$ cat config.mk
export PLATFORM = sky130hd
export DESIGN_NAME = sensor_timestamp_health_monitor_flat
export DESIGN_NICKNAME = d
export VERILOG_FILES = /design/src/rtl/core/sthm_pkg.sv /design/src/rtl/core/sthm_if.sv /design/src/rtl/core/sthm_div.sv /design/src/rtl/core/sthm_datapath.sv /design/src/rtl/core/sthm_ctrl.sv /design/src/rtl/core/sensor_timestamp_health_monitor.sv /design/src/flat_wrapper.sv
export SDC_FILE = /design/constraint.sdc
export NUM_CORES = 2
export LEC_CHECK = 0
export BUFFER_PORTS_ARGS = -buffer_cell sky130_fd_sc_hd__buf_4
export CORE_ASPECT_RATIO = 0.6
export CORE_UTILIZATION = 60
export DETAILED_ROUTE_END_ITERATION = 8
export GPL_TIMING_DRIVEN = 0
export PLACE_DENSITY_LB_ADDON = 0.12
export SYNTH_ARGS = -nofsm -noshare
export SYNTH_HDL_FRONTEND = slang
export SYNTH_HIERARCHICAL = 1
export SYNTH_SLANG_ARGS = --single-unit
export TNS_END_PERCENT = 50
$ cat constraint.sdc
create_clock -name clk -period 29.2 [get_ports clk]
set_clock_uncertainty 0.1 [all_clocks]
set_input_delay 4.38 -clock clk [delete_from_list [all_inputs] [get_ports clk]]
set_output_delay 4.38 -clock clk [all_outputs]
set_load 0.05 [all_outputs]
$ cat src/rtl/core/sthm_pkg.sv
// shared types and constants of the sensor timestamp health monitor
// no dependencies; every other file of the block imports this package
package sthm_pkg;

  localparam int CNT_W    = 32;
  localparam int STAMP_W  = 63;
  localparam int DELAY_W  = 48;
  localparam int DMAX_W   = 47;
  localparam int SUM_W    = 64;
  localparam int CFG_W    = 32;
  localparam int CFG_IDX_W = 2;
  localparam int FUNC_W   = 2;

  localparam logic [FUNC_W-1:0] FUNC_OBSERVE  = 2'd0;
  localparam logic [FUNC_W-1:0] FUNC_WINDOW   = 2'd1;
  localparam logic [FUNC_W-1:0] FUNC_LIFETIME = 2'd2;

  localparam logic [CFG_IDX_W-1:0] CFG_GAP_THRESHOLD = 2'd0;
  localparam logic [CFG_IDX_W-1:0] CFG_JITTER_WARN   = 2'd1;
  localparam logic [CFG_IDX_W-1:0] CFG_JITTER_DEGRADE = 2'd2;

  localparam logic [CFG_W-1:0] GAP_THRESHOLD_RESET  = 32'd100000000;
  localparam logic [CFG_W-1:0] JITTER_WARN_RESET    = 32'd2000000;
  localparam logic [CFG_W-1:0] JITTER_DEGRADE_RESET = 32'd10000000;

  typedef enum logic [2:0] {
    REASON_OK          = 3'd0,
    REASON_JITTER_WARN = 3'd1,
    REASON_JITTER_HIGH = 3'd2,
    REASON_GAP         = 3'd3,
    REASON_REORDER     = 3'd4
  } reason_t;

  typedef enum logic [1:0] {
    ST_IDLE,
    ST_LOAD,
    ST_DIV,
    ST_SEND
  } state_t;

  // controller to datapath
  typedef struct packed {
    logic capture;    // observe request taken this cycle
    logic load;       // snapshot statistics, start the average divide
    logic window;     // snapshot selects window statistics and clears them
    logic avg_latch;  // divide finished, store the average
  } cmd_t;

  // datapath to controller
  typedef struct packed {
    logic div_done;
  } status_t;

  typedef struct packed {
    reason_t                    reason;
    logic [CNT_W-1:0]           life_samples;
    logic [CNT_W-1:0]           win_samples;
    logic signed [DELAY_W-1:0]  last_delay_ns;
    logic signed [DELAY_W-1:0]  average_delay_ns;
    logic [DMAX_W-1:0]          max_delay_ns;
    logic [STAMP_W-1:0]         last_period_ns;
    logic [CNT_W-1:0]           last_jitter_ns;
    logic [CNT_W-1:0]           max_jitter_ns;
    logic [CNT_W-1:0]           reordered_count;
    logic [CNT_W-1:0]           gap_count;
    logic [STAMP_W-1:0]         max_gap_ns;
  } result_t;

endpackage

$ cat src/rtl/core/sthm_if.sv
// request and result channel interfaces of the health monitor
// depends on sthm_pkg for field widths and the reason type
interface sthm_req_if;
  import sthm_pkg::*;
  logic                valid;
  logic                ready;
  logic [FUNC_W-1:0]   func;
  logic [STAMP_W-1:0]  hdr_time_ns;
  logic [STAMP_W-1:0]  rcv_time_ns;

  modport source (output valid, func, hdr_time_ns, rcv_time_ns, input ready);
  modport sink   (input valid, func, hdr_time_ns, rcv_time_ns, output ready);
endinterface

interface sthm_rsp_if;
  import sthm_pkg::*;
  logic                       valid;
  logic                       ready;
  logic [2:0]                 reason;
  logic [CNT_W-1:0]           life_samples;
  logic [CNT_W-1:0]           win_samples;
  logic signed [DELAY_W-1:0]  last_delay_ns;
  logic signed [DELAY_W-1:0]  average_delay_ns;
  logic [DMAX_W-1:0]          max_delay_ns;
  logic [STAMP_W-1:0]         last_period_ns;
  logic [CNT_W-1:0]           last_jitter_ns;
  logic [CNT_W-1:0]           max_jitter_ns;
  logic [CNT_W-1:0]           reordered_count;
  logic [CNT_W-1:0]           gap_count;
  logic [STAMP_W-1:0]         max_gap_ns;

  modport source (output valid, reason, life_samples, win_samples, last_delay_ns,
                  average_delay_ns, max_delay_ns, last_period_ns, last_jitter_ns,
                  max_jitter_ns, reordered_count, gap_count, max_gap_ns,
                  input ready);
  modport sink   (input valid, reason, life_samples, win_samples, last_delay_ns,
                  average_delay_ns, max_delay_ns, last_period_ns, last_jitter_ns,
                  max_jitter_ns, reordered_count, gap_count, max_gap_ns,
                  output ready);
endinterface

$ cat src/rtl/core/sthm_div.sv
// restoring divider, one quotient bit per cycle: 64-bit magnitude by 32-bit count
// depends on sthm_pkg for the sum and count widths
module sthm_div (
  input  logic                       clk,
  input  logic                       rst,
  input  logic                       start,
  input  logic [sthm_pkg::SUM_W-1:0] dividend,
  input  logic [sthm_pkg::CNT_W-1:0] divisor,
  output logic [sthm_pkg::SUM_W-1:0] quotient,
  output logic                       done
);
  import sthm_pkg::*;

  localparam int STEP_W = $clog2(SUM_W);

  logic              busy;
  logic [STEP_W-1:0] step;
  logic [CNT_W-1:0]  rem;
  logic [CNT_W-1:0]  dvs;
  logic [SUM_W-1:0]  shreg;
  logic [CNT_W:0]    trial;
  logic              fits;

  // dividend bits leave the top of shreg while quotient bits enter the bottom
  always_comb begin
    trial = {rem, shreg[SUM_W-1]};
    fits  = trial >= {1'b0, dvs};
  end

  always_ff @(posedge clk) begin
    if (rst) begin
      busy <= 1'b0;
      done <= 1'b0;
      step <= '0;
    end else begin
      done <= 1'b0;
      if (start) begin
        busy <= 1'b1;
        step <= '0;
      end else if (busy) begin
        step <= step + 1'b1;
        if (step == STEP_W'(SUM_W - 1)) begin
          busy <= 1'b0;
          done <= 1'b1;
        end
      end
    end
  end

  always_ff @(posedge clk) begin
    if (start) begin
      rem   <= '0;
      dvs   <= divisor;
      shreg <= dividend;
    end else if (busy) begin
      if (fits) begin
        rem <= CNT_W'(trial - {1'b0, dvs});
      end else begin
        rem <= trial[CNT_W-1:0];
      end
      shreg <= {shreg[SUM_W-2:0], fits};
    end
  end

  assign quotient = shreg;

endmodule

$ cat src/rtl/core/sthm_datapath.sv
// statistics datapath: observe pipeline, config registers, summary snapshot
// depends on sthm_pkg and instantiates sthm_div for the average
module sthm_datapath (
  input  logic                          clk,
  input  logic                          rst,
  input  logic                          cfg_write,
  input  logic [sthm_pkg::CFG_IDX_W-1:0] cfg_index,
  input  logic [sthm_pkg::CFG_W-1:0]    cfg_data,
  input  sthm_pkg::cmd_t                cmd,
  output sthm_pkg::status_t             status,
  input  logic [sthm_pkg::STAMP_W-1:0]  hdr_time_ns,
  input  logic [sthm_pkg::STAMP_W-1:0]  rcv_time_ns,
  output sthm_pkg::result_t             result
);
  import sthm_pkg::*;

  localparam logic [SUM_W-1:0] SUM_MAX = {1'b0, {(SUM_W-1){1'b1}}};
  localparam logic [SUM_W-1:0] SUM_MIN = {1'b1, {(SUM_W-1){1'b0}}};
  localparam logic [DELAY_W-1:0] D48_MAX = {1'b0, {(DELAY_W-1){1'b1}}};
  localparam logic [DELAY_W-1:0] D48_MIN = {1'b1, {(DELAY_W-1){1'b0}}};
  localparam int HI_W = SUM_W - DELAY_W + 1;

  function automatic logic [CNT_W-1:0] inc_sat(input logic [CNT_W-1:0] c);
    return (&c) ? c : c + 1'b1;
  endfunction

  // config registers
  logic [CFG_W-1:0] gap_threshold_ns;
  logic [CFG_W-1:0] jitter_warn_ns;
  logic [CFG_W-1:0] jitter_degrade_ns;

  // observe stage one
  logic               s1_valid;
  logic [DELAY_W-1:0] s1_delay;
  logic               s1_has_period;
  logic               s1_period_neg;
  logic [STAMP_W-1:0] s1_period;

  // statistics
  logic [STAMP_W-1:0] prev_stamp;
  logic               prev_stamp_valid;
  logic [CNT_W-1:0]   prev_period;
  logic               prev_period_valid;
  logic [CNT_W-1:0]   sample_total, sample_window;
  logic [SUM_W-1:0]   delay_sum_total, delay_sum_window;
  logic [DMAX_W-1:0]  delay_max_total, delay_max_window;
  logic [DELAY_W-1:0] delay_last;
  logic [STAMP_W-1:0] period_last;
  logic [CNT_W-1:0]   jitter_last, jitter_max_total, jitter_max_window;
  logic [CNT_W-1:0]   reorder_total, reorder_window;
  logic [CNT_W-1:0]   gaps_total, gaps_window;
  logic [STAMP_W-1:0] gap_max;

  // combinational helpers
  logic [SUM_W-1:0]   delay_diff;
  logic [SUM_W-1:0]   period_diff;
  logic [DELAY_W-1:0] delay_sat;
  logic [SUM_W-1:0]   d_ext;
  logic [SUM_W-1:0]   add_total, add_window;
  logic [SUM_W-1:0]   sum_total_next, sum_window_next;
  logic               delay_pos;
  logic               is_gap;
  logic [CNT_W-1:0]   pu;
  logic [CNT_W-1:0]   jitter;

  // snapshot selection
  logic [CNT_W-1:0]   sel_cnt, sel_jm, sel_ro, sel_gp;
  logic [SUM_W-1:0]   sel_sum;
  logic [DMAX_W-1:0]  sel_dm;
  reason_t            sel_reason;

  // average
  logic [SUM_W-1:0]   quotient;
  logic               avg_neg;
  logic               cnt_zero;
  logic [DELAY_W-1:0] avg_value;

  always_ff @(posedge clk) begin
    if (rst) begin
      gap_threshold_ns  <= GAP_THRESHOLD_RESET;
      jitter_warn_ns    <= JITTER_WARN_RESET;
      jitter_degrade_ns <= JITTER_DEGRADE_RESET;
    end else if (cfg_write) begin
      case (cfg_index)
        CFG_GAP_THRESHOLD:  gap_threshold_ns  <= cfg_data;
        CFG_JITTER_WARN:    jitter_warn_ns    <= cfg_data;
        CFG_JITTER_DEGRADE: jitter_degrade_ns <= cfg_data;
        default: ;
      endcase
    end
  end

  // stage one: delay and period differences
  always_comb begin
    delay_diff  = {1'b0, rcv_time_ns} - {1'b0, hdr_time_ns};
    period_diff = {1'b0, hdr_time_ns} - {1'b0, prev_stamp};
    if ((&delay_diff[SUM_W-1:DELAY_W-1]) || !(|delay_diff[SUM_W-1:DELAY_W-1])) begin
      delay_sat = delay_diff[DELAY_W-1:0];
    end else if (delay_diff[SUM_W-1]) begin
      delay_sat = D48_MIN;
    end else begin
      delay_sat = D48_MAX;
    end
  end

  always_ff @(posedge clk) begin
    if (rst) begin
      s1_valid         <= 1'b0;
      prev_stamp_valid <= 1'b0;
      prev_stamp       <= '0;
    end else begin
      s1_valid <= cmd.capture;
      if (cmd.capture) begin
        prev_stamp       <= hdr_time_ns;
        prev_stamp_valid <= 1'b1;
      end
    end
  end

  always_ff @(posedge clk) begin
    if (cmd.capture) begin
      s1_delay      <= delay_sat;
      s1_has_period <= prev_stamp_valid;
      s1_period_neg <= period_diff[SUM_W-1];
      s1_period     <= period_diff[STAMP_W-1:0];
    end
  end

  // stage two: saturating sums, maxima, period classification
  always_comb begin
    d_ext      = {{(SUM_W-DELAY_W){s1_delay[DELAY_W-1]}}, s1_delay};
    add_total  = delay_sum_total + d_ext;
    add_window = delay_sum_window + d_ext;
    if (delay_sum_total[SUM_W-1] == d_ext[SUM_W-1] &&
        add_total[SUM_W-1] != d_ext[SUM_W-1]) begin
      sum_total_next = d_ext[SUM_W-1] ? SUM_MIN : SUM_MAX;
    end else begin
      sum_total_next = add_total;
    end
    if (delay_sum_window[SUM_W-1] == d_ext[SUM_W-1] &&
        add_window[SUM_W-1] != d_ext[SUM_W-1]) begin
      sum_window_next = d_ext[SUM_W-1] ? SUM_MIN : SUM_MAX;
    end else begin
      sum_window_next = add_window;
    end
    delay_pos = !s1_delay[DELAY_W-1] && (|s1_delay);
    is_gap    = s1_period > {{(STAMP_W-CFG_W){1'b0}}, gap_threshold_ns};
    pu        = s1_period[CNT_W-1:0];
    jitter    = (pu >= prev_period) ? pu - prev_period : prev_period - pu;
  end

  always_ff @(posedge clk) begin
    if (rst) begin
      prev_period       <= '0;
      prev_period_valid <= 1'b0;
      sample_total      <= '0;
      sample_window     <= '0;
      delay_sum_total   <= '0;
      delay_sum_window  <= '0;
      delay_max_total   <= '0;
      delay_max_window  <= '0;
      delay_last        <= '0;
      period_last       <= '0;
      jitter_last       <= '0;
      jitter_max_total  <= '0;
      jitter_max_window <= '0;
      reorder_total     <= '0;
      reorder_window    <= '0;
      gaps_total        <= '0;
      gaps_window       <= '0;
      gap_max           <= '0;
    end else begin
      if (s1_valid) begin
        delay_last       <= s1_delay;
        delay_sum_total  <= sum_total_next;
        delay_sum_window <= sum_window_next;
        if (delay_pos && s1_delay[DMAX_W-1:0] > delay_max_total) begin
          delay_max_total <= s1_delay[DMAX_W-1:0];
        end
        if (delay_pos && s1_delay[DMAX_W-1:0] > delay_max_window) begin
          delay_max_window <= s1_delay[DMAX_W-1:0];
        end
        sample_total  <= inc_sat(sample_total);
        sample_window <= inc_sat(sample_window);
        if (s1_has_period) begin
          if (s1_period_neg) begin
            reorder_total  <= inc_sat(reorder_total);
            reorder_window <= inc_sat(reorder_window);
          end else if (is_gap) begin
            gaps_total        <= inc_sat(gaps_total);
            gaps_window       <= inc_sat(gaps_window);
            period_last       <= s1_period;
            prev_period_valid <= 1'b0;
            if (s1_period > gap_max) begin
              gap_max <= s1_period;
            end
          end else begin
            period_last       <= s1_period;
            prev_period       <= pu;
            prev_period_valid <= 1'b1;
            if (prev_period_valid) begin
              jitter_last <= jitter;
              if (jitter > jitter_max_total) begin
                jitter_max_total <= jitter;
              end
              if (jitter > jitter_max_window) begin
                jitter_max_window <= jitter;
              end
            end
          end
        end
      end
      // window summary consumes the window
      if (cmd.load && cmd.window) begin
        sample_window     <= '0;
        delay_sum_window  <= '0;
        delay_max_window  <= '0;
        jitter_max_window <= '0;
        reorder_window    <= '0;
        gaps_window       <= '0;
      end
    end
  end

  // summary snapshot
  always_comb begin
    sel_cnt = cmd.window ? sample_window     : sample_total;
    sel_sum = cmd.window ? delay_sum_window  : delay_sum_total;
    sel_dm  = cmd.window ? delay_max_window  : delay_max_total;
    sel_jm  = cmd.window ? jitter_max_window : jitter_max_total;
    sel_ro  = cmd.window ? reorder_window    : reorder_total;
    sel_gp  = cmd.window ? gaps_window       : gaps_total;
    if (|sel_ro) begin
      sel_reason = REASON_REORDER;
    end else if (|sel_gp) begin
      sel_reason = REASON_GAP;
    end else if (sel_jm > jitter_degrade_ns) begin
      sel_reason = REASON_JITTER_HIGH;
    end else if (sel_jm > jitter_warn_ns) begin
      sel_reason = REASON_JITTER_WARN;
    end else begin
      sel_reason = REASON_OK;
    end
  end

  always_ff @(posedge clk) begin
    if (cmd.load) begin
      result.reason          <= sel_reason;
      result.life_samples    <= sample_total;
      result.win_samples     <= sel_cnt;
      result.last_delay_ns   <= delay_last;
      result.max_delay_ns    <= sel_dm;
      result.last_period_ns  <= period_last;
      result.last_jitter_ns  <= jitter_last;
      result.max_jitter_ns   <= sel_jm;
      result.reordered_count <= sel_ro;
      result.gap_count       <= sel_gp;
      result.max_gap_ns      <= gap_max;
      avg_neg                <= sel_sum[SUM_W-1];
      cnt_zero               <= !(|sel_cnt);
    end
    if (cmd.avg_latch) begin
      result.average_delay_ns <= avg_value;
    end
  end

  sthm_div u_div (
    .clk      (clk),
    .rst      (rst),
    .start    (cmd.load),
    .dividend (sel_sum[SUM_W-1] ? (~sel_sum + 1'b1) : sel_sum),
    .divisor  (sel_cnt),
    .quotient (quotient),
    .done     (status.div_done)
  );

  // sign the magnitude quotient and clamp to 48 bits
  always_comb begin
    if (cnt_zero) begin
      avg_value = '0;
    end else if (!avg_neg) begin
      avg_value = (|quotient[SUM_W-1:DELAY_W-1]) ? D48_MAX : quotient[DELAY_W-1:0];
    end else if (quotient > {{(HI_W-1){1'b0}}, D48_MIN}) begin
      avg_value = D48_MIN;
    end else begin
      avg_value = ~quotient[DELAY_W-1:0] + 1'b1;
    end
  end

endmodule

$ cat src/rtl/core/sthm_ctrl.sv
// request sequencing: observe pass-through, summary snapshot, divide, result hold
// depends on sthm_pkg for the state, command and status types
module sthm_ctrl (
  input  logic                       clk,
  input  logic                       rst,
  input  logic                       req_valid,
  input  logic [sthm_pkg::FUNC_W-1:0] req_func,
  output logic                       req_ready,
  output logic                       rsp_valid,
  input  logic                       rsp_ready,
  output sthm_pkg::cmd_t             cmd,
  input  sthm_pkg::status_t          status
);
  import sthm_pkg::*;

  state_t state, state_next;
  logic   window_sel, window_sel_next;

  always_ff @(posedge clk) begin
    if (rst) begin
      state      <= ST_IDLE;
      window_sel <= 1'b0;
    end else begin
      state      <= state_next;
      window_sel <= window_sel_next;
    end
  end

  always_comb begin
    state_next      = state;
    window_sel_next = window_sel;
    req_ready       = 1'b0;
    rsp_valid       = 1'b0;
    cmd             = '0;
    cmd.window      = window_sel;
    case (state)
      ST_IDLE: begin
        req_ready = 1'b1;
        if (req_valid) begin
          case (req_func)
            FUNC_OBSERVE: cmd.capture = 1'b1;
            FUNC_WINDOW: begin
              window_sel_next = 1'b1;
              state_next      = ST_LOAD;
            end
            FUNC_LIFETIME: begin
              window_sel_next = 1'b0;
              state_next      = ST_LOAD;
            end
            default: ;
          endcase
        end
      end
      ST_LOAD: begin
        cmd.load   = 1'b1;
        state_next = ST_DIV;
      end
      ST_DIV: begin
        if (status.div_done) begin
          cmd.avg_latch = 1'b1;
          state_next    = ST_SEND;
        end
      end
      ST_SEND: begin
        rsp_valid = 1'b1;
        if (rsp_ready) begin
          state_next = ST_IDLE;
        end
      end
      default: state_next = ST_IDLE;
    endcase
  end

endmodule

$ cat src/rtl/core/sensor_timestamp_health_monitor.sv
// sensor timestamp health monitor, top level
// depends on sthm_pkg, sthm_if, sthm_ctrl, sthm_datapath and sthm_div
//
// usage:
// - req channel carries one request: func, hdr_time_ns, rcv_time_ns
// - observe requests (func 0) are taken one per cycle while idle and give no result;
//   each passes the stage-one registers before it is applied to the statistics
// - window (func 1) and lifetime (func 2) summary requests each give one result
//   on the rsp channel; a window summary also clears the window statistics
// - func 3 is taken and dropped
// - a summary result is built after its request is taken: a snapshot of the
//   statistics, the bit-serial average divider, the clamp and store of the
//   average, after which the result register holds it
// - while a summary is in flight or its result waits, req.ready stays low,
//   so a stalled receiver holds the whole block; the result register keeps
//   the values stable until rsp.ready is seen
// - cfg_write with cfg_index 0..2 sets gap threshold, jitter warn, jitter
//   degrade; other indexes are ignored; write only while idle
// - synchronous reset clears all statistics and loads the default thresholds
module sensor_timestamp_health_monitor (
  input  logic                           clk,
  input  logic                           rst,
  input  logic                           cfg_write,
  input  logic [sthm_pkg::CFG_IDX_W-1:0] cfg_index,
  input  logic [sthm_pkg::CFG_W-1:0]     cfg_data,
  sthm_req_if.sink                       req,
  sthm_rsp_if.source                     rsp
);
  import sthm_pkg::*;

  cmd_t    cmd;
  status_t status;
  result_t result;

  sthm_ctrl u_ctrl (
    .clk       (clk),
    .rst       (rst),
    .req_valid (req.valid),
    .req_func  (req.func),
    .req_ready (req.ready),
    .rsp_valid (rsp.valid),
    .rsp_ready (rsp.ready),
    .cmd       (cmd),
    .status    (status)
  );

  sthm_datapath u_datapath (
    .clk         (clk),
    .rst         (rst),
    .cfg_write   (cfg_write),
    .cfg_index   (cfg_index),
    .cfg_data    (cfg_data),
    .cmd         (cmd),
    .status      (status),
    .hdr_time_ns (req.hdr_time_ns),
    .rcv_time_ns (req.rcv_time_ns),
    .result      (result)
  );

  // result register fans out to the channel fields
  assign rsp.reason           = result.reason;
  assign rsp.life_samples     = result.life_samples;
  assign rsp.win_samples      = result.win_samples;
  assign rsp.last_delay_ns    = result.last_delay_ns;
  assign rsp.average_delay_ns = result.average_delay_ns;
  assign rsp.max_delay_ns     = result.max_delay_ns;
  assign rsp.last_period_ns   = result.last_period_ns;
  assign rsp.last_jitter_ns   = result.last_jitter_ns;
  assign rsp.max_jitter_ns    = result.max_jitter_ns;
  assign rsp.reordered_count  = result.reordered_count;
  assign rsp.gap_count        = result.gap_count;
  assign rsp.max_gap_ns       = result.max_gap_ns;

  // a held result blocks new requests
  a_hold_blocks_req: assert property (@(posedge clk) disable iff (rst)
    rsp.valid |-> !req.ready)
    else $error("request taken while a result waits");

  // a summary request never yields a result in the next cycle
  a_summary_latency: assert property (@(posedge clk) disable iff (rst)
    (req.valid && req.ready && (req.func == FUNC_WINDOW || req.func == FUNC_LIFETIME))
      |=> !rsp.valid)
    else $error("result shown before the average is done");

  // one result per summary
  a_single_result: assert property (@(posedge clk) disable iff (rst)
    (rsp.valid && rsp.ready) |=> !rsp.valid)
    else $error("result repeated");

  // divider finishes only while the controller waits for it
  a_div_done_state: assert property (@(posedge clk) disable iff (rst)
    status.div_done |-> (!req.ready && !rsp.valid))
    else $error("divider done outside of a summary");

endmodule
$ cat src/flat_wrapper.sv
// flat-port wrapper written by rule: the top's interface ports become plain ports
module sensor_timestamp_health_monitor_flat import sthm_pkg::*;
  (clk, rst, cfg_write, cfg_index, cfg_data, req_valid, req_func, req_hdr_time_ns, req_rcv_time_ns, req_ready, rsp_valid, rsp_reason, rsp_life_samples, rsp_win_samples, rsp_last_delay_ns, rsp_average_delay_ns, rsp_max_delay_ns, rsp_last_period_ns, rsp_last_jitter_ns, rsp_max_jitter_ns, rsp_reordered_count, rsp_gap_count, rsp_max_gap_ns, rsp_ready);
  sthm_req_if req_i ();
  sthm_rsp_if rsp_i ();
  input  logic clk;
  input  logic rst;
  input  logic cfg_write;
  input  logic [sthm_pkg::CFG_IDX_W-1:0] cfg_index;
  input  logic [sthm_pkg::CFG_W-1:0] cfg_data;
  input wire logic [$bits(req_i.valid)-1:0] req_valid;
  input wire logic [$bits(req_i.func)-1:0] req_func;
  input wire logic [$bits(req_i.hdr_time_ns)-1:0] req_hdr_time_ns;
  input wire logic [$bits(req_i.rcv_time_ns)-1:0] req_rcv_time_ns;
  output wire logic [$bits(req_i.ready)-1:0] req_ready;
  output wire logic [$bits(rsp_i.valid)-1:0] rsp_valid;
  output wire logic [$bits(rsp_i.reason)-1:0] rsp_reason;
  output wire logic [$bits(rsp_i.life_samples)-1:0] rsp_life_samples;
  output wire logic [$bits(rsp_i.win_samples)-1:0] rsp_win_samples;
  output wire logic [$bits(rsp_i.last_delay_ns)-1:0] rsp_last_delay_ns;
  output wire logic [$bits(rsp_i.average_delay_ns)-1:0] rsp_average_delay_ns;
  output wire logic [$bits(rsp_i.max_delay_ns)-1:0] rsp_max_delay_ns;
  output wire logic [$bits(rsp_i.last_period_ns)-1:0] rsp_last_period_ns;
  output wire logic [$bits(rsp_i.last_jitter_ns)-1:0] rsp_last_jitter_ns;
  output wire logic [$bits(rsp_i.max_jitter_ns)-1:0] rsp_max_jitter_ns;
  output wire logic [$bits(rsp_i.reordered_count)-1:0] rsp_reordered_count;
  output wire logic [$bits(rsp_i.gap_count)-1:0] rsp_gap_count;
  output wire logic [$bits(rsp_i.max_gap_ns)-1:0] rsp_max_gap_ns;
  input wire logic [$bits(rsp_i.ready)-1:0] rsp_ready;
  assign req_i.valid = req_valid;
  assign req_i.func = req_func;
  assign req_i.hdr_time_ns = req_hdr_time_ns;
  assign req_i.rcv_time_ns = req_rcv_time_ns;
  assign req_ready = req_i.ready;
  assign rsp_valid = rsp_i.valid;
  assign rsp_reason = rsp_i.reason;
  assign rsp_life_samples = rsp_i.life_samples;
  assign rsp_win_samples = rsp_i.win_samples;
  assign rsp_last_delay_ns = rsp_i.last_delay_ns;
  assign rsp_average_delay_ns = rsp_i.average_delay_ns;
  assign rsp_max_delay_ns = rsp_i.max_delay_ns;
  assign rsp_last_period_ns = rsp_i.last_period_ns;
  assign rsp_last_jitter_ns = rsp_i.last_jitter_ns;
  assign rsp_max_jitter_ns = rsp_i.max_jitter_ns;
  assign rsp_reordered_count = rsp_i.reordered_count;
  assign rsp_gap_count = rsp_i.gap_count;
  assign rsp_max_gap_ns = rsp_i.max_gap_ns;
  assign rsp_i.ready = rsp_ready;
  sensor_timestamp_health_monitor u_core (.clk(clk), .rst(rst), .cfg_write(cfg_write), .cfg_index(cfg_index), .cfg_data(cfg_data), .req(req_i), .rsp(rsp_i));
endmodule
-- After elaboration in Yosys (flattened, before gate mapping)
Cells that the tools add are included.
- register bits after elaboration: 1564
- input port bits: 167
- add/subtract/negate cells: 16
- magnitude comparators: 11
- eq/ne operators: 16
- mux-type cells: 41
- bitwise logic cells: 11
- reductions and logical operators: 51
- operators with widths (kind ; number):
    two-way mux 64 bit ; 7
    two-way mux 48 bit ; 5
    adder 32 x 1 -> 32 bit, second input constant ; 6
    two-way mux 32 bit ; 6
    AND reduction 32 bit ; 6
    adder 64 bit ; 2
    > comparator 32 bit ; 4
    subtractor 63 x 63 -> 64 bit ; 2
    OR reduction 32 bit ; 3
    subtractor 32 bit ; 3
    > comparator 47 bit ; 2
    adder 64 x 1 -> 64 bit, second input constant ; 1
    > comparator 64 x 48 -> 1 bit, second input constant ; 1
    inverter 64 bit ; 1
    > comparator 63 x 32 -> 1 bit ; 1
    > comparator 63 bit ; 1
    adder 48 x 1 -> 48 bit, second input constant ; 1
    inverter 48 bit ; 1
    OR reduction 48 bit ; 1
    two-way mux 47 bit ; 1
    OR reduction 17 bit ; 2
    >= comparator 33 x 32 -> 1 bit ; 1
    >= comparator 32 bit ; 1
    AND reduction 5 bit ; 4
    24 further kinds ; 83

-- Depth between registers and ports, before layout
- depth after elaboration: 5
- mapped depth: 30
- gate-level depth less buffers: 27

-- Modules after synthesis
The synthesis kept the hierarchy.
- by module, submodules not included (module ; instances ; cells an instance ; area an instance (µm²) ; seq. area each (µm²)):
    sthm_datapath ; 1 ; 9402 ; 83855.4 ; 34963.5
    sthm_div ; 1 ; 685 ; 7437.1 ; 3683.5
    sthm_ctrl ; 1 ; 30 ; 257.7 ; 60.1

-- Least setup slack after synthesis
No wires, ideal clock.
- path type: reg2reg
- from: register u_core.u_ctrl.state[0]
- to: register u_core.u_datapath.u_div.shreg[0] (netlist: u_core/u_datapath/u_div/quotient[0]) (enable)
- library setup time: 0.418 ns
- arrival time: 12.891 ns
- data required time: 28.682 ns
- setup slack: 15.791 ns
- stages on the path, launching flop included: 6
- cell sequence: dfxtp_1 ha_1 clkbuf_1 nor2_1 clkbuf_1 inv_1
- RTL lines (item ; RTL line ; text):
    from (decl) ; sthm_ctrl.sv:16 ; state_t state, state_next;
    from (signal assigned) ; sthm_ctrl.sv:24 ; state <= state_next;
    to (signal assigned) ; sthm_div.sv:54 ; shreg <= dividend;
    to (signal assigned) ; sthm_div.sv:61 ; shreg <= {shreg[SUM_W-2:0], fits};
    to (decl) ; sthm_div.sv:20 ; logic [SUM_W-1:0] shreg;

-- Final worst setup path
- from: register u_core.u_ctrl.window_sel
- to: register u_core/u_datapath/result[461] (netlist name)
- longest elaborated chain between the ends: 5
- elaborated cells on any way between the ends: 10
- those cells by class: order compare: 2; mux: 6; reduce/logical: 2
- RTL lines (item ; RTL line ; text):
    from (decl) ; sthm_ctrl.sv:17 ; logic window_sel, window_sel_next;
    from (signal assigned) ; sthm_ctrl.sv:25 ; window_sel <= window_sel_next;
    two-way mux 32 bit (*) ; sthm_datapath.sv:230 ; sel_jm = cmd.window ? jitter_max_window : jitter_max_total;
    via u_core.u_datapath.sel_jm[17] ; sthm_datapath.sv:67 ; logic [CNT_W-1:0] sel_cnt, sel_jm, sel_ro, sel_gp;
    > comparator 32 bit ; sthm_datapath.sv:239 ; end else if (sel_jm > jitter_warn_ns) begin
    two-way mux 1 bit ; sthm_datapath.sv:239 ;
    two-way mux 2 bit (*) ; sthm_datapath.sv:237 ; end else if (sel_jm > jitter_degrade_ns) begin
    two-way mux 2 bit (*) ; sthm_datapath.sv:235 ; end else if (|sel_gp) begin
The timed path passes the listed nets; every way through them passes the cells marked *.
A chain may end at the register's enable or synchronous reset.

==> impl_results.md <==
- Outcome: finished with violations
- Failing checks: max-capacitance violations, max-slew violations
- Part of the power in the clock network: 0.268
- Antenna violations before repair: 52
- First-pass GRT wire length: 485200 microns
- WL/cell: 25.36 microns
- Final Max Tran Viols: 70
- Crit start category: flop
- Die Width: 506.3 microns
- Final Cycle Share: 0.3703
- CP Max Fanout: 10
- Core box area: 150700 sq um
- Final hold viol count: 0
- XOR/XNOR share of the synthesized area: 0.04621
- Mapped cell area: 91550 sq um
- Post-synthesis mux area share: 0.06190
- EDFF count, synth: 675
- Synth cell types: 103
- Avg Cell Area, Syn: 9.049 sq um
- Cells after Synth: 10117
- Resize count post-CTS: 0
- Total track usage: 0.4160
- Clock root buffer: clkbuf_16
- # Max-Cap Violations: 8
- Commonest non-fill, non-tap cell in the layout: nand2_1
- CP Capture Point: u_core/u_datapath/result[461]
- Max clock buf depth: 3
- Final Wtd Congestion: 1.024
- Layout overhead on the synthesized area: 14.16%
- Most used cell, CP: buf_2
- Slew @ Worst Pin: 1572 ps
- Max Fclk: 92.49 MHz
- Total number of vias: 84037
- Peak per-stage delay on the critical path: 1140 ps
- I/O pin count: 633
- Sw power: 3.159 mW
- Clk_lat worst skew: 820 ps
- Vias per inst: 6.414
- Worst-path clk slew: 70 ps
- CP max stage cell: clkbuf_1
- Leading cell types in the layout, fill and taps excluded: nand2_1 (1185), nor2_1 (938), dfxtp_1 (921), a21oi_1 (820), ha_1 (678)
- Max IR drop VDD: 94.49 uV
- Final setup violation count: 0
- Sequential area share after synthesis: 0.4228
- Worst R2R Setup Slack: 18390 ps
- Vias in the first global route: 77048
- CP Capture Type: flop
- Die Y: 304.6 microns
- Crit path buf inv count: 12
- Synth warnings: 6
- Worst setup startpoint: u_core/u_ctrl/window_sel
- Fin nets: 11770
- DRT Wirelength: 332300 microns
- Simple-gate share of the synthesized area: 0.1665
- Family with the most delay on the worst path: buffers and inverters
- Logic pwr share: 0.357
- FF-to-FF Start: u_core/u_ctrl/window_sel
- DRC errors left: 0
- Initial core utilization: 0.6075
- Post-synth ARST share: 0
- RSZ-0062 raised after global routing: false
- Min-delay worst type: reg2reg
- # fillers: 11847
- DRT iter0 DRCs: 12413
- Htree depth: 4
- Clock Sinks: 1596
- Crit path depth: 26
- Row count: 110
- Net Sw Frac: 0.3973
- Leakage: 41.52 nW
- Post-detail-place hpwl: 257100 microns
- Worst reg2reg path depth: 26
- TritonCTS clock tree: done
- Sequential share of power: 0.375
- R2r endpoint: u_core/u_datapath/result[461]
- Synth Net Count: 10970
- Slew HR: -0.04784
- ANT nets after route: 0
- Port Buffers: 632
- Total CTS buffers: 152
- Hold-fix buffer count after cts: 0
- Layout cells sized above 1: 0.1064
- Synth Area in Compound Gates: 0.1600
- Setup_tns: 0 ps
- Overflow after GRT: 0
- Power per cell area: 76.07 nW/um^2
- Largest net degree at the start of global routing: 80
- Arrival time worst endpoint: 11350 ps
- Yosys reg bits: 1596
- Pre-antenna DRT Iters: 7
- Largest family of logic cells by synthesized area: simple AND/OR/NAND/NOR gates
- Internal power: 4.792 mW
- Critical Path RT: 29740 ps
- Synth Area in Adders: 0.09433
- Buffer count from post-CTS setup fixing: 0
- Setup CP Type: reg2reg
- Min Clock Period, post-route: 10810 ps
- Hold Slack: 312.4 ps
- Synth Flop Type: dfxtp_1
- Die area: 154200 sq um
==> final cells by class <==
class / count / area [sq um] / area share
antenna: 39 / 97.59 / 0.0009338
buffer: 478 / 1882 / 0.01801
clock buffer: 206 / 4275 / 0.04091
clock inverter: 79 / 1006 / 0.009625
inverter: 677 / 2541 / 0.02431
multi-input combinational: 7366 / 48450 / 0.4636
sequential: 1596 / 38710 / 0.3703
tap: 2016 / 2522 / 0.02413
timing repair buffer: 646 / 5030 / 0.04813
==> flip-flops by register name, indices dropped and copies added (netlist names), 63 cells and up <==
signal	count
u_core/u_datapath/result	464
u_core/u_datapath/delay_sum_total	64
u_core/u_datapath/delay_sum_window	64
u_core/u_datapath/u_div/quotient	64
u_core/u_datapath/gap_max	63
u_core/u_datapath/period_last	63
u_core/u_datapath/prev_stamp	63
u_core/u_datapath/s1_period	63
==> cells in the mapped netlist (all sizes together), types with 25 or more instances <==
master / instances / area (sq um)
a211oi: 72 / 540.5
o211ai: 114 / 855.8
clkbuf: 379 / 1423
nand4: 209 / 1308
a21o: 333 / 2500
mux2: 169 / 1903
buf: 99 / 452.9
o21a: 64 / 481.7
a311oi: 25 / 225.2
a221oi: 32 / 280.3
inv: 675 / 2534
a21oi: 822 / 4118
o31ai: 48 / 360.4
dfxtp: 921 / 18440
mux2i: 376 / 3764
o21bai: 64 / 480.5
nor3: 186 / 947.2
xnor2: 244 / 2137
nand3: 205 / 1026
or2: 29 / 183.9
or3: 66 / 417.9
nor2b: 74 / 465.5
a31oi: 71 / 459.2
and4: 38 / 332.8
nor2: 939 / 3541
nand2: 1186 / 4454
and3: 88 / 550.5
and2: 40 / 251.5
xor2: 239 / 2093
nand3b: 25 / 200.2
o21ai: 483 / 2429
nand2b: 73 / 456.7
edfxtp: 675 / 20270
ha: 679 / 8496
nor4: 88 / 565.5
==> how the worst min path moves through the flow <==
stage | slack, ps | from | to | depth (start not counted)
after floorplan | 300 | u_core/u_datapath/jitter_last[15] | u_core/u_datapath/result[174] | 0
after global placement | 310 | u_core/u_datapath/delay_last[30] | u_core/u_datapath/result[379] | 0
after detailed placement | 310 | u_core/u_datapath/delay_last[21] | u_core/u_datapath/result[370] | 0
after CTS | 310 | u_core/u_datapath/period_last[4] | u_core/u_datapath/result[195] | 0
after global routing | 320 | u_core/u_datapath/period_last[4] | u_core/u_datapath/result[195] | 0
final | 310 | u_core/u_datapath/delay_last[44] | u_core/u_datapath/result[393] | 0
==> cell families (layout without fill, tap and decap cells) <==
logic type	Yosys count	in the layout
AO/OA/AOI/OAI	2344	2344
XOR/XNOR	483	483
buffers and inverters	1155	2086
multiplexers	545	545
other	0	39
AND/OR/NAND/NOR	3308	3308
flip-flops	1596	1596
adder cells (fa/ha/maj)	686	686
==> per-layer routing <==
metal,vias up,track usage,part of all wire
li1,37666,-,-
met1,40208,0.6205,0.43
met2,5455,0.5543,0.39
met3,690,0.1282,0.15
met4,18,0.1565,0.038
met5,-,0,0.00036
==> worst register-to-register path, stage by stage, from the launching register on <==
cell and delay [ps]:
dfxtp_1 340, buf_4 200, buf_2 290, buf_2 360, buf_2 410, buf_2 360
buf_2 290, buf_2 590, buf_1 970, buf_2 610, clkbuf_1 920, clkbuf_1 1160
buf_1 910, nand2_1 120, o21ai_0 560, ha_1 430, a21o_1 180, a21o_1 170
a21o_1 170, a21oi_1 190, nor2b_1 60, o21ai_0 150, nand2b_1 80, a21o_1 210
a211oi_1 380, o21ai_0 180, a211oi_1 260
==> metrics by stage <==
stage / util / setup WS [ps] / instances / cell area, sq um / power, mW
6_report: 0.6935 / 18390 / 13103 / 104500 / 7.951
5_1_grt: 0.6934 / 18550 / 13097 / 104500 / 8.201
4_1_cts: 0.6927 / 19160 / 13063 / 104400 / 7.864
3_5_place_dp: 0.6577 / 19180 / 12778 / 99120 / 5.753
3_3_place_gp: 0.6557 / 9414 / 12765 / 98820 / 5.820
2_1_floorplan: - / 15790 / 10117 / 91550 / 4.903
==> power groups by stage <==
| stage | clock, mW | combinational, mW | sequential, mW |
|---|---|---|---|
| 2_1_floorplan | 0 | 1.25 | 3.65 |
| 3_3_place_gp | 0 | 2.66 | 3.16 |
| 3_5_place_dp | 0 | 2.74 | 3.01 |
| 4_1_cts | 2.14 | 2.76 | 2.97 |
| 5_1_grt | 2.23 | 2.97 | 3.00 |
| 6_report | 2.13 | 2.84 | 2.98 |
No activity file was read; power rests on OpenSTA's default activity.
